===== src/lco_pkg.sv =====
// ----------------------------------------------------------------------------
// Line clip outcode package
// Shared constants, region code bits, register indexes and sequencer states
// for the outcode line clipper.
// ----------------------------------------------------------------------------
package lco_pkg;

  // Default geometry: integer pixel bits and fraction bits of the results
  localparam int COORD_BITS_DEF = 10;
  localparam int FRAC_BITS_DEF  = 4;

  // Window reset values, integer pixels
  localparam int WIN_LEFT_RST   = 50;
  localparam int WIN_BOTTOM_RST = 50;
  localparam int WIN_RIGHT_RST  = 400;
  localparam int WIN_TOP_RST    = 400;

  // Region code bit positions
  localparam int CODE_LEFT   = 0;
  localparam int CODE_RIGHT  = 1;
  localparam int CODE_BOTTOM = 2;
  localparam int CODE_TOP    = 3;
  localparam int CODE_W      = 4;

  // Clip step limit and the counter that holds it
  localparam int MAX_STEPS = 8;
  localparam int STEP_W    = $clog2(MAX_STEPS + 1);

  // Configuration register indexes
  localparam int REG_IDX_W = 2;
  typedef enum logic [REG_IDX_W-1:0] {
    REG_WIN_LEFT   = 2'd0,
    REG_WIN_BOTTOM = 2'd1,
    REG_WIN_RIGHT  = 2'd2,
    REG_WIN_TOP    = 2'd3
  } reg_idx_t;

  // Sequencer states
  typedef enum logic [2:0] {
    S_IDLE,
    S_EVAL,
    S_MUL,
    S_PREP,
    S_DIV,
    S_APPLY,
    S_DONE
  } state_t;

endpackage


===== src/line_clip_outcode.sv =====
// ----------------------------------------------------------------------------
// Line clip outcode
// Clips one segment against the configured window with four-bit region
// codes; each clip step finds the edge crossing with one multiply and a
// serial restoring divide, then moves the outside endpoint onto the edge.
// ----------------------------------------------------------------------------
// Channel  | Dir | Handshake          | Payload (lowest bits first)
// s_*      | in  | s_tvalid/s_tready  | start_x, start_y, end_x, end_y
// m_*      | out | m_tvalid/m_tready  | visible, clip_start_x, clip_start_y,
//          |     |                    | clip_end_x, clip_end_y
// cfg_*    | in  | cfg_wr             | cfg_index selects register, cfg_data
//
// One item takes k clip steps, k at most 4 on a proper window and 8 at most.
// Each step runs the shared divider, one quotient bit per cycle, which sets
// the rate.
// s_tready is high only while the sequencer is idle; a finished result waits
// in the output register, and the next item may be taken meanwhile.
// Reset (rst, synchronous) returns the window to its defaults and drops any
// item in flight.
// ----------------------------------------------------------------------------
module line_clip_outcode #(
  parameter int COORD_BITS = lco_pkg::COORD_BITS_DEF,
  parameter int FRAC_BITS  = lco_pkg::FRAC_BITS_DEF
) (
  input  logic clk,
  input  logic rst,
  // start_x, start_y, end_x, end_y (COORD_BITS each), zero padded
  input  logic [((4*COORD_BITS+7)/8)*8-1:0] s_tdata,
  input  logic                               s_tvalid,
  output logic                               s_tready,
  // visible, clip_start_x, clip_start_y, clip_end_x, clip_end_y
  // (COORD_BITS+FRAC_BITS each), zero padded
  output logic [((1+4*(COORD_BITS+FRAC_BITS)+7)/8)*8-1:0] m_tdata,
  output logic                                            m_tvalid,
  input  logic                                            m_tready,
  // configuration write port
  input  logic                              cfg_wr,
  input  logic [lco_pkg::REG_IDX_W-1:0]     cfg_index,
  input  logic [COORD_BITS-1:0]             cfg_data
);
  import lco_pkg::*;

  localparam int CW     = COORD_BITS + FRAC_BITS;
  localparam int OUT_W  = ((1 + 4*CW + 7) / 8) * 8;
  localparam int OUT_PAD = OUT_W - 1 - 4*CW;
  localparam int CNT_W  = $clog2(CW);

  // Window registers
  logic [COORD_BITS-1:0] win_left, win_bottom, win_right, win_top;
  logic [CW-1:0]         xl, xr, yb, yt;

  // Sequencer
  state_t state, state_next;

  // Endpoints and step count
  logic [CW-1:0]     x1, y1, x2, y2;
  logic [STEP_W-1:0] step;
  logic              ok;

  // Crossing operands
  logic                 move1;
  logic                 edge_is_y;
  logic [CW-1:0]        edge_val;
  logic [CW-1:0]        base;
  logic signed [CW:0]   op_a, op_b, dq;
  logic signed [2*CW+1:0] prod;
  logic                 neg;

  // Divider
  logic [CW-1:0]    rem, quo, ad;
  logic [CNT_W-1:0] div_cnt;

  // Combinational helpers
  logic [CODE_W-1:0] c1, c2, co;
  logic [CW-1:0]     p1_sel, q1_sel, p2_sel, q2_sel, edge_sel;
  logic              out_free;
  logic              prod_neg, dq_neg;
  logic signed [2*CW+1:0] prod_mag;
  logic signed [CW:0]     dq_mag;
  logic [2*CW-1:0]   num;
  logic [CW:0]       div_try;
  logic              div_ge;
  logic [CW-1:0]     cross_pt;

  function automatic logic [CODE_W-1:0] region(
    input logic [CW-1:0] x, input logic [CW-1:0] y,
    input logic [CW-1:0] l, input logic [CW-1:0] r,
    input logic [CW-1:0] b, input logic [CW-1:0] t
  );
    logic [CODE_W-1:0] c;
    c = '0;
    c[CODE_LEFT]   = x < l;
    c[CODE_RIGHT]  = x > r;
    c[CODE_BOTTOM] = y < b;
    c[CODE_TOP]    = y > t;
    return c;
  endfunction

  // Window edges in fixed point
  assign xl = CW'(win_left)   << FRAC_BITS;
  assign xr = CW'(win_right)  << FRAC_BITS;
  assign yb = CW'(win_bottom) << FRAC_BITS;
  assign yt = CW'(win_top)    << FRAC_BITS;

  // Region codes and edge choice of the current step
  always_comb begin
    c1 = region(x1, y1, xl, xr, yb, yt);
    c2 = region(x2, y2, xl, xr, yb, yt);
    co = (c1 != '0) ? c1 : c2;
    if (co[CODE_TOP] || co[CODE_BOTTOM]) begin
      edge_sel = co[CODE_TOP] ? yt : yb;
      p1_sel = x1;
      q1_sel = y1;
      p2_sel = x2;
      q2_sel = y2;
    end else begin
      edge_sel = co[CODE_LEFT] ? xl : xr;
      p1_sel = y1;
      q1_sel = x1;
      p2_sel = y2;
      q2_sel = x2;
    end
  end

  // Magnitudes and rounded dividend
  always_comb begin
    prod_neg = prod[2*CW+1];
    prod_mag = prod_neg ? -prod : prod;
    dq_neg   = dq[CW];
    dq_mag   = dq_neg ? -dq : dq;
    num      = prod_mag[2*CW-1:0] + (2*CW)'(dq_mag[CW-1:0] >> 1);
  end

  // Restoring divide step and crossing result
  assign div_try  = {rem, quo[CW-1]};
  assign div_ge   = div_try >= {1'b0, ad};
  assign cross_pt = neg ? (base - quo) : (base + quo);

  assign out_free = !m_tvalid || m_tready;
  assign s_tready = (state == S_IDLE);

  // Next state
  always_comb begin
    state_next = state;
    unique case (state)
      S_IDLE:  if (s_tvalid) state_next = S_EVAL;
      S_EVAL: begin
        if ((c1 | c2) == '0 || (c1 & c2) != '0 || step >= STEP_W'(MAX_STEPS)) begin
          state_next = S_DONE;
        end else begin
          state_next = S_MUL;
        end
      end
      S_MUL:   state_next = S_PREP;
      S_PREP:  state_next = (dq == '0) ? S_APPLY : S_DIV;
      S_DIV:   if (div_cnt == '0) state_next = S_APPLY;
      S_APPLY: state_next = S_EVAL;
      S_DONE:  if (out_free) state_next = S_IDLE;
      default: state_next = S_IDLE;
    endcase
  end

  // State register
  always_ff @(posedge clk) begin
    if (rst) begin
      state <= S_IDLE;
    end else begin
      state <= state_next;
    end
  end

  // Window registers
  always_ff @(posedge clk) begin
    if (rst) begin
      win_left   <= COORD_BITS'(WIN_LEFT_RST);
      win_bottom <= COORD_BITS'(WIN_BOTTOM_RST);
      win_right  <= COORD_BITS'(WIN_RIGHT_RST);
      win_top    <= COORD_BITS'(WIN_TOP_RST);
    end else if (cfg_wr) begin
      unique case (reg_idx_t'(cfg_index))
        REG_WIN_LEFT:   win_left   <= cfg_data;
        REG_WIN_BOTTOM: win_bottom <= cfg_data;
        REG_WIN_RIGHT:  win_right  <= cfg_data;
        REG_WIN_TOP:    win_top    <= cfg_data;
        default: ;
      endcase
    end
  end

  // Datapath
  always_ff @(posedge clk) begin
    case (state)
      // load endpoints on the accepted transaction
      S_IDLE: begin
        if (s_tvalid) begin
          x1   <= CW'(s_tdata[0*COORD_BITS +: COORD_BITS]) << FRAC_BITS;
          y1   <= CW'(s_tdata[1*COORD_BITS +: COORD_BITS]) << FRAC_BITS;
          x2   <= CW'(s_tdata[2*COORD_BITS +: COORD_BITS]) << FRAC_BITS;
          y2   <= CW'(s_tdata[3*COORD_BITS +: COORD_BITS]) << FRAC_BITS;
          step <= '0;
        end
      end
      // decide accept, reject or another clip step
      S_EVAL: begin
        ok        <= (c1 | c2) == '0;
        move1     <= c1 != '0;
        edge_is_y <= co[CODE_TOP] || co[CODE_BOTTOM];
        edge_val  <= edge_sel;
        base      <= p1_sel;
        op_a      <= $signed({1'b0, edge_sel}) - $signed({1'b0, q1_sel});
        op_b      <= $signed({1'b0, p2_sel}) - $signed({1'b0, p1_sel});
        dq        <= $signed({1'b0, q2_sel}) - $signed({1'b0, q1_sel});
      end
      S_MUL: begin
        prod <= op_a * op_b;
      end
      // load the divider with the rounded magnitude
      S_PREP: begin
        neg     <= prod_neg ^ dq_neg;
        ad      <= dq_mag[CW-1:0];
        rem     <= num[2*CW-1:CW];
        quo     <= (dq == '0) ? '0 : num[CW-1:0];
        div_cnt <= CNT_W'(CW - 1);
      end
      // one quotient bit per cycle
      S_DIV: begin
        rem     <= div_ge ? CW'(div_try - {1'b0, ad}) : div_try[CW-1:0];
        quo     <= {quo[CW-2:0], div_ge};
        div_cnt <= div_cnt - 1'b1;
      end
      // move the outside endpoint onto the edge
      S_APPLY: begin
        if (move1) begin
          x1 <= edge_is_y ? cross_pt : edge_val;
          y1 <= edge_is_y ? edge_val : cross_pt;
        end else begin
          x2 <= edge_is_y ? cross_pt : edge_val;
          y2 <= edge_is_y ? edge_val : cross_pt;
        end
        step <= step + 1'b1;
      end
      default: ;
    endcase
  end

  // Output register
  always_ff @(posedge clk) begin
    if (rst) begin
      m_tvalid <= 1'b0;
    end else if (state == S_DONE && out_free) begin
      m_tvalid <= 1'b1;
    end else if (m_tready) begin
      m_tvalid <= 1'b0;
    end
  end

  always_ff @(posedge clk) begin
    if (state == S_DONE && out_free) begin
      if (ok) begin
        m_tdata <= {{OUT_PAD{1'b0}}, y2, x2, y1, x1, 1'b1};
      end else begin
        m_tdata <= '0;
      end
    end
  end

endmodule


===== config.mk =====
export PLATFORM = sky130hd
export DESIGN_NAME = line_clip_outcode
export DESIGN_NICKNAME = d
export VERILOG_FILES = /design/src/lco_pkg.sv /design/src/line_clip_outcode.sv
export SDC_FILE = /design/constraint.sdc
export NUM_CORES = 1
export LEC_CHECK = 0
export ABC_AREA = 1
export BUFFER_PORTS_ARGS = -buffer_cell sky130_fd_sc_hd__clkbuf_2
export CORE_ASPECT_RATIO = 1.4
export CORE_MARGIN = 10
export CORE_UTILIZATION = 64
export CTS_CLUSTER_SIZE = 16
export DETAILED_ROUTE_END_ITERATION = 7
export PLACE_DENSITY = 0.8
export SLEW_MARGIN = 30
export SYNTH_ARGS = -nofsm -noshare
export SYNTH_HDL_FRONTEND = slang
export SYNTH_SLANG_ARGS = --single-unit

===== constraint.sdc =====
create_clock -name clk -period 8.2 [get_ports clk]
set_input_delay 1.64 -clock clk [delete_from_list [all_inputs] [get_ports clk]]
set_output_delay 1.64 -clock clk [all_outputs]
set_load 0.02 [all_outputs]

==> results of run 1 <==
flip-flops by register name, indices dropped and copies added, names as in the netlist, 4 cells and up:
register / cells
prod: 29
win_left: 10
win_right: 10
dq: 15
win_top: 10
base: 14
op_b: 15
m_tdata: 57
x2: 14
ad: 14
quo: 14
step: 4
edge_val: 10
rem: 14
y1: 14
op_a: 15
y2: 14
div_cnt: 4
win_bottom: 10
x1: 14
cell families (layout without fill, tap and decap cells):
kind of cell	after synthesis	count (layout)	share of synthesized area, %
xor gates and xnor gates	153	153	4.87
muxes	6	6	0.215
adders and majority gates	470	470	27.1
other	1	7	0.0134
AOI/OAI and AO/OA	470	470	9.43
DFF	309	309	31.6
buffers and inverters	821	924	11.2
and+or+nand+nor	1047	1047	15.6
per-layer routing:
metal  GRT usage, %  share of wire (%)  vias to the layer above
li1               -                  -                    10500
met1           31.8                 33                    10700
met2           56.8                 52                      830
met3           4.04                5.4                      293
met4           24.2                9.1                        0
met5              0                  0                        -
layout make-up:
class                      instances  area (µm²)
multi-input combinational       2153       16100
clock inverter                    23         358
clock buffer                      34         787
timing repair buffer             132         703
inverter                         735        2760
fill                            3417       12900
sequential                       309        8840
tap                              552         691
per-stage QoR:
| stage | setup WS, ns | util [%] | cells |
|---|---|---|---|
| floorplan | 2.21 | - | 3283 |
| global placement | 1.82 | 67.3 | 3881 |
| detailed placement | 1.65 | 67.3 | 3881 |
| CTS | 1.63 | 70.0 | 3938 |
| global route | 1.24 | 70.0 | 3938 |
| finish | 1.65 | 70.0 | 3938 |
tightest hold or removal path, cell delays in order (launching register included):
cell and delay [ns]:
dfxtp_1 0.33, inv_1 0.08, a21oi_1 0.06
worst paths after layout:
| check | endpoint | cells past startpoint | slack, ns |
|---|---|---|---|
| min reg2reg | win_top[0]$_SDFFE_PP0P_ | 2 | 0.52 |
| min | win_top[0]$_SDFFE_PP0P_ | 2 | 0.52 |
| max | prod[29]$_DFFE_PP_ | 19 | 1.65 |
| max reg2reg | prod[29]$_DFFE_PP_ | 19 | 1.65 |
layout by cell type (no fill, tap or decap), drive strengths merged, types with 2 or more instances in the layout:
master / Yosys / final
inv: 732 / 734
nand2: 713 / 713
edfxtp: 265 / 265
ha: 243 / 243
fa: 227 / 227
a21oi: 185 / 185
nor2: 183 / 183
o21ai: 182 / 182
clkbuf: 67 / 149
xor2: 101 / 101
nand3: 69 / 69
xnor2: 52 / 52
dfxtp: 44 / 44
nor3: 38 / 38
o211ai: 27 / 27
o22ai: 27 / 27
nand4: 21 / 21
buf: 19 / 17
or2: 17 / 17
a21o: 12 / 12
clkinv: 3 / 10
o21bai: 9 / 9
bufinv: 0 / 9
conb: 1 / 7
a31oi: 6 / 6
mux2i: 6 / 6
o31ai: 6 / 6
clkinvlp: 0 / 5
o21a: 4 / 4
a21boi: 4 / 4
nor4: 3 / 3
nand3b: 2 / 2
==> out/metrics.yaml, run 1 <==
die_y_um: 267
synth-edff-count: 265
min_from: "win_top[0]$_SDFFE_PP0P_"
cp-start-kind: "flop"
cts_buffer_depth: 3
synthFlopType: "edfxtp_1"
synth_seq_area_share_pct: 31.6
die_x_um: 197
worst-slew-pin-transition_ns: 0.978
final_antenna_net_count: 0
async_reset_ff_share_pct: 0
grt_max_degree: 74
timing.hold.ws_ns: 0.516
grt_pass1_wl_um: 127000
antenna_found_initial: 0
hpwl_um: 66400
first_pass_iters: 5
avgSynthCellArea_um2: 8.53
status: "completed"
fmax_ghz: 0.153
synthTopCellsByArea: "edfxtp_1 28%, fa_1 16%, ha_1 11%"
r2r_start: "op_b[4]$_DFFE_PP_"
drive_gt1_share_pct: 7.83
syn-cell-area_um2: 28000
vias: 22300
wire_per_inst_um: 20.8
path_class: "reg2reg"
critPathLaunch: "op_b[4]$_DFFE_PP_"
initial_utilization_pct: 64.8
place_area_um2: 29000
yosysWarnings: 0
worstPathRequired_ns: 8.51
htreeDepth: 1
ys_types: 57
synthCells: 3277
die-area_um2: 52600
min-delay-path-class: "reg2reg"
cts_setup_buffers: 0
drc: 0
hold_violations: 0
post_cts_resized: 0
layout.nets: 3889
end_kind: "flop"
clock_sinks: 309
n_antenna_cell: 0
routed_wirelength_um: 82000
yosysMostFrequentCell: "inv_1"
clk_latency_ns: 0.59
cp.buffers_inverters: 6
ys_top_cells_by_count: "726 x inv_1, 699 x nand2_1, 265 x edfxtp_1, 243 x ha_1, 227 x fa_1"
rsz0062_at_grt: "no"
setup_tns_ns: 0
finalSetupViolCount: 0
clock_skew_ns: 0.0186
finalCritPeriodShare_pct: 79.9
grt_pass1_vias: 23400
final_area_um2: 30200
synth_seq_cells: 309
grt_overflow: 0
area_growth_pct: 7.99
cts_hold_buf: 0
clkTransAtPathRegs_ns: 0.07
num_io_pins: 123
crit_fanout: 15
cp_data_arrival_time_ns: 6.86
maxSlewHeadroom_pct: 34.4
yosys.area.top_type: "edfxtp_1"
max_stage_delay_ns: 0.96
synth_top_area_share_pct: 28.5
fp.coreArea_um2: 43100
grt_usage_pct: 31.2
crit_path_cell_trace: "nand2_1, fa_1, inv_1, fa_1, inv_1, fa_1, inv_1, fa_1, fa_1, inv_1, fa_1, inv_1, ha_1, nand2_1, nor2_1, inv_1, o21ai_0, a21oi_1, xor2_1"
cts_tree: "yes"
cpMaxStageDelayCell: "fa_1"
detail_route.iter0.violations: 1416
rows: 90
final_max_slew_viol_count: 0
gp_congestion: 1.05
critPathTopFamily: "adder cells"
viasPerCell: 5.66
cts_made_buffers: 31
clock-root-buffer: "clkbuf_16"
period_minus_slack_ns: 6.55
drv_cap: 0
numPortBuffers: 115
Power of run 1 is not shown: default switching activity piles up to over one toggle a cycle in this logic, so the estimate is an artifact.
==> run 2: changes to the inputs <==
- clock period: 8.2 -> 6.4 ns (I/O delays scaled with it)
==> out/metrics.yaml, run 2 (synthesis results as in run 1) <==
top_regs: "m_tdata x57, prod x29"  # unchanged
cts_made_buffers: 31  # unchanged
final_area_um2: 30400  # was 30200 µm²
cts_hold_buf: 0  # unchanged
htreeDepth: 1  # unchanged
rsz0062_at_grt: "no"  # unchanged
first_pass_iters: 6  # was 5
place_area_um2: 29300  # was 29000 µm²
cts_buffer_depth: 3  # unchanged
hpwl_um: 66300  # was 66400 µm
worst-slew-pin-transition_ns: 0.966  # was 0.978 ns
grt_usage_pct: 30.8  # was 31.2%
detail_route.iter0.violations: 1495  # was 1416
final_max_slew_viol_count: 0  # unchanged
cp-start-kind: "flop"  # unchanged
rows: 90  # unchanged
max_flop_register: "m_tdata"  # unchanged
cts_tree: "yes"  # unchanged
grt_max_degree: 62  # was 74
end_kind: "flop"  # unchanged
hold_violations: 0  # unchanged
clk_latency_ns: 0.61  # was 0.59 ns
num_io_pins: 123  # unchanged
clock-root-buffer: "clkbuf_16"  # unchanged
area_growth_pct: 8.89  # was 7.99%
status: "completed"  # unchanged
n_fill_cell: 3391  # was 3417
drc: 0  # unchanged
clock_sinks: 309  # unchanged
die_y_um: 267  # unchanged
routed_wirelength_um: 80700  # was 82000 µm
drv_cap: 0  # unchanged
final_common_cell: "inv_1"  # unchanged
drive_gt1_share_pct: 9.01  # was 7.83%
grt_overflow: 0  # unchanged
wire_per_inst_um: 20.3  # was 20.8 µm
clock_skew_ns: 0.0357  # was 0.0186 ns
finalCritPeriodShare_pct: 96.0  # was 79.9%
viasPerCell: 5.64  # was 5.66
final_cell_mix: "726 x inv_1, 699 x nand2_1, 265 x edfxtp_1, 243 x ha_1, 227 x fa_1"  # unchanged
numPortBuffers: 115  # unchanged
layout.nets: 3933  # was 3889
worstPathRequired_ns: 6.76  # was 8.51 ns
min-delay-path-class: "reg2reg"  # unchanged
die_x_um: 197  # unchanged
finalSetupViolCount: 0  # unchanged
n_antenna_cell: 0  # unchanged
antenna_found_initial: 0  # unchanged
die-area_um2: 52600  # unchanged
cp_data_arrival_time_ns: 6.51  # was 6.86 ns
fmax_ghz: 0.163  # was 0.153 GHz
fp.coreArea_um2: 43100  # unchanged
crit_fanout: 12  # was 15
clkTransAtPathRegs_ns: 0.06  # was 0.07 ns
final_antenna_net_count: 0  # unchanged
initial_utilization_pct: 64.8  # unchanged
path_class: "reg2reg"  # unchanged
period_minus_slack_ns: 6.14  # was 6.55 ns
largest_register_ff_count: 57  # unchanged
grt_pass1_vias: 23500  # was 23400
gp_congestion: 0.997  # was 1.05
grt_pass1_wl_um: 126000  # was 127000 µm
vias: 22500  # was 22300
maxSlewHeadroom_pct: 35.1  # was 34.4%
setup_tns_ns: 0  # unchanged
-- run 2: cell count changes in the layout (fill, tap and decap cells not counted), moves of 3 or more --
cell / delta
buf_4: +42
a21oi_1: -4
a21oi_2: +4
clkinvlp_4: -5
bufinv_16: -5
clkbuf_1: +4
clkinv_2: +3
-- run 2: final timing paths --
path         depth (start not counted)                 endpoint  slack (ns)                     from
max reg2reg                         19       prod[29]$_DFFE_PP_        0.26        op_b[9]$_DFFE_PP_
min reg2reg                          2  win_top[0]$_SDFFE_PP0P_        0.50  win_top[0]$_SDFFE_PP0P_
max                                 19       prod[29]$_DFFE_PP_        0.26        op_b[9]$_DFFE_PP_
min                                  2  win_top[0]$_SDFFE_PP0P_        0.50  win_top[0]$_SDFFE_PP0P_
-- run 2: metal layers --
layer / up-vias / global-route usage, % / wire [µm]
met5: - / 0 / 0
met4: 0 / 21.9 / 6840
met3: 276 / 3.65 / 4020
met2: 825 / 56.8 / 42300
met1: 10800 / 31.5 / 27600
li1: 10600 / - / -
-- run 2: timing repair --
item	in CTS	in global routing
gates resized for setup	0	4
endpoints found under the hold margin	0	0
buffers inserted	0	11
endpoints found under the setup margin	0	5
-- run 2: layout make-up --
class / count / area, µm² / share of cell area, %
Clock buffer: 39 / 816 / 2.68
Clock inverter: 19 / 218 / 0.715
Inverter: 735 / 2760 / 9.06
Multi-Input combinational cell: 2153 / 16100 / 52.8
Sequential cell: 309 / 8840 / 29.0
Tap cell: 552 / 691 / 2.27
Timing Repair Buffer: 176 / 1060 / 3.48
-- run 2: worst max-delay path, stage by stage, from the launching register on --
cell	delay (ns)
edfxtp_1	0.83
nand2_1	0.17
fa_1	0.53
inv_1	0.05
fa_1	0.48
fa_1	0.53
fa_1	0.52
fa_1	0.55
inv_1	0.06
fa_1	0.54
inv_1	0.05
ha_1	0.36
nand4_1	0.14
nor3_1	0.25
a21oi_2	0.12
inv_1	0.12
a21oi_2	0.08
o21ai_0	0.27
a21oi_1	0.13
xor2_1	0.15
-- run 2: stage by stage --
step	setup slack [ns]	hold WS, ns	utilization [%]	std cells
2_1_floorplan	0.412	0.446	-	3283
3_3_place_gp	0.295	0.495	67.9	3914
3_5_place_dp	0.150	0.499	67.9	3914
4_1_cts	0.200	0.509	70.3	3972
5_1_grt	0.00531	0.539	70.6	3983
6_report	0.255	0.504	70.6	3983
Power of run 2 is left out for the same reason.
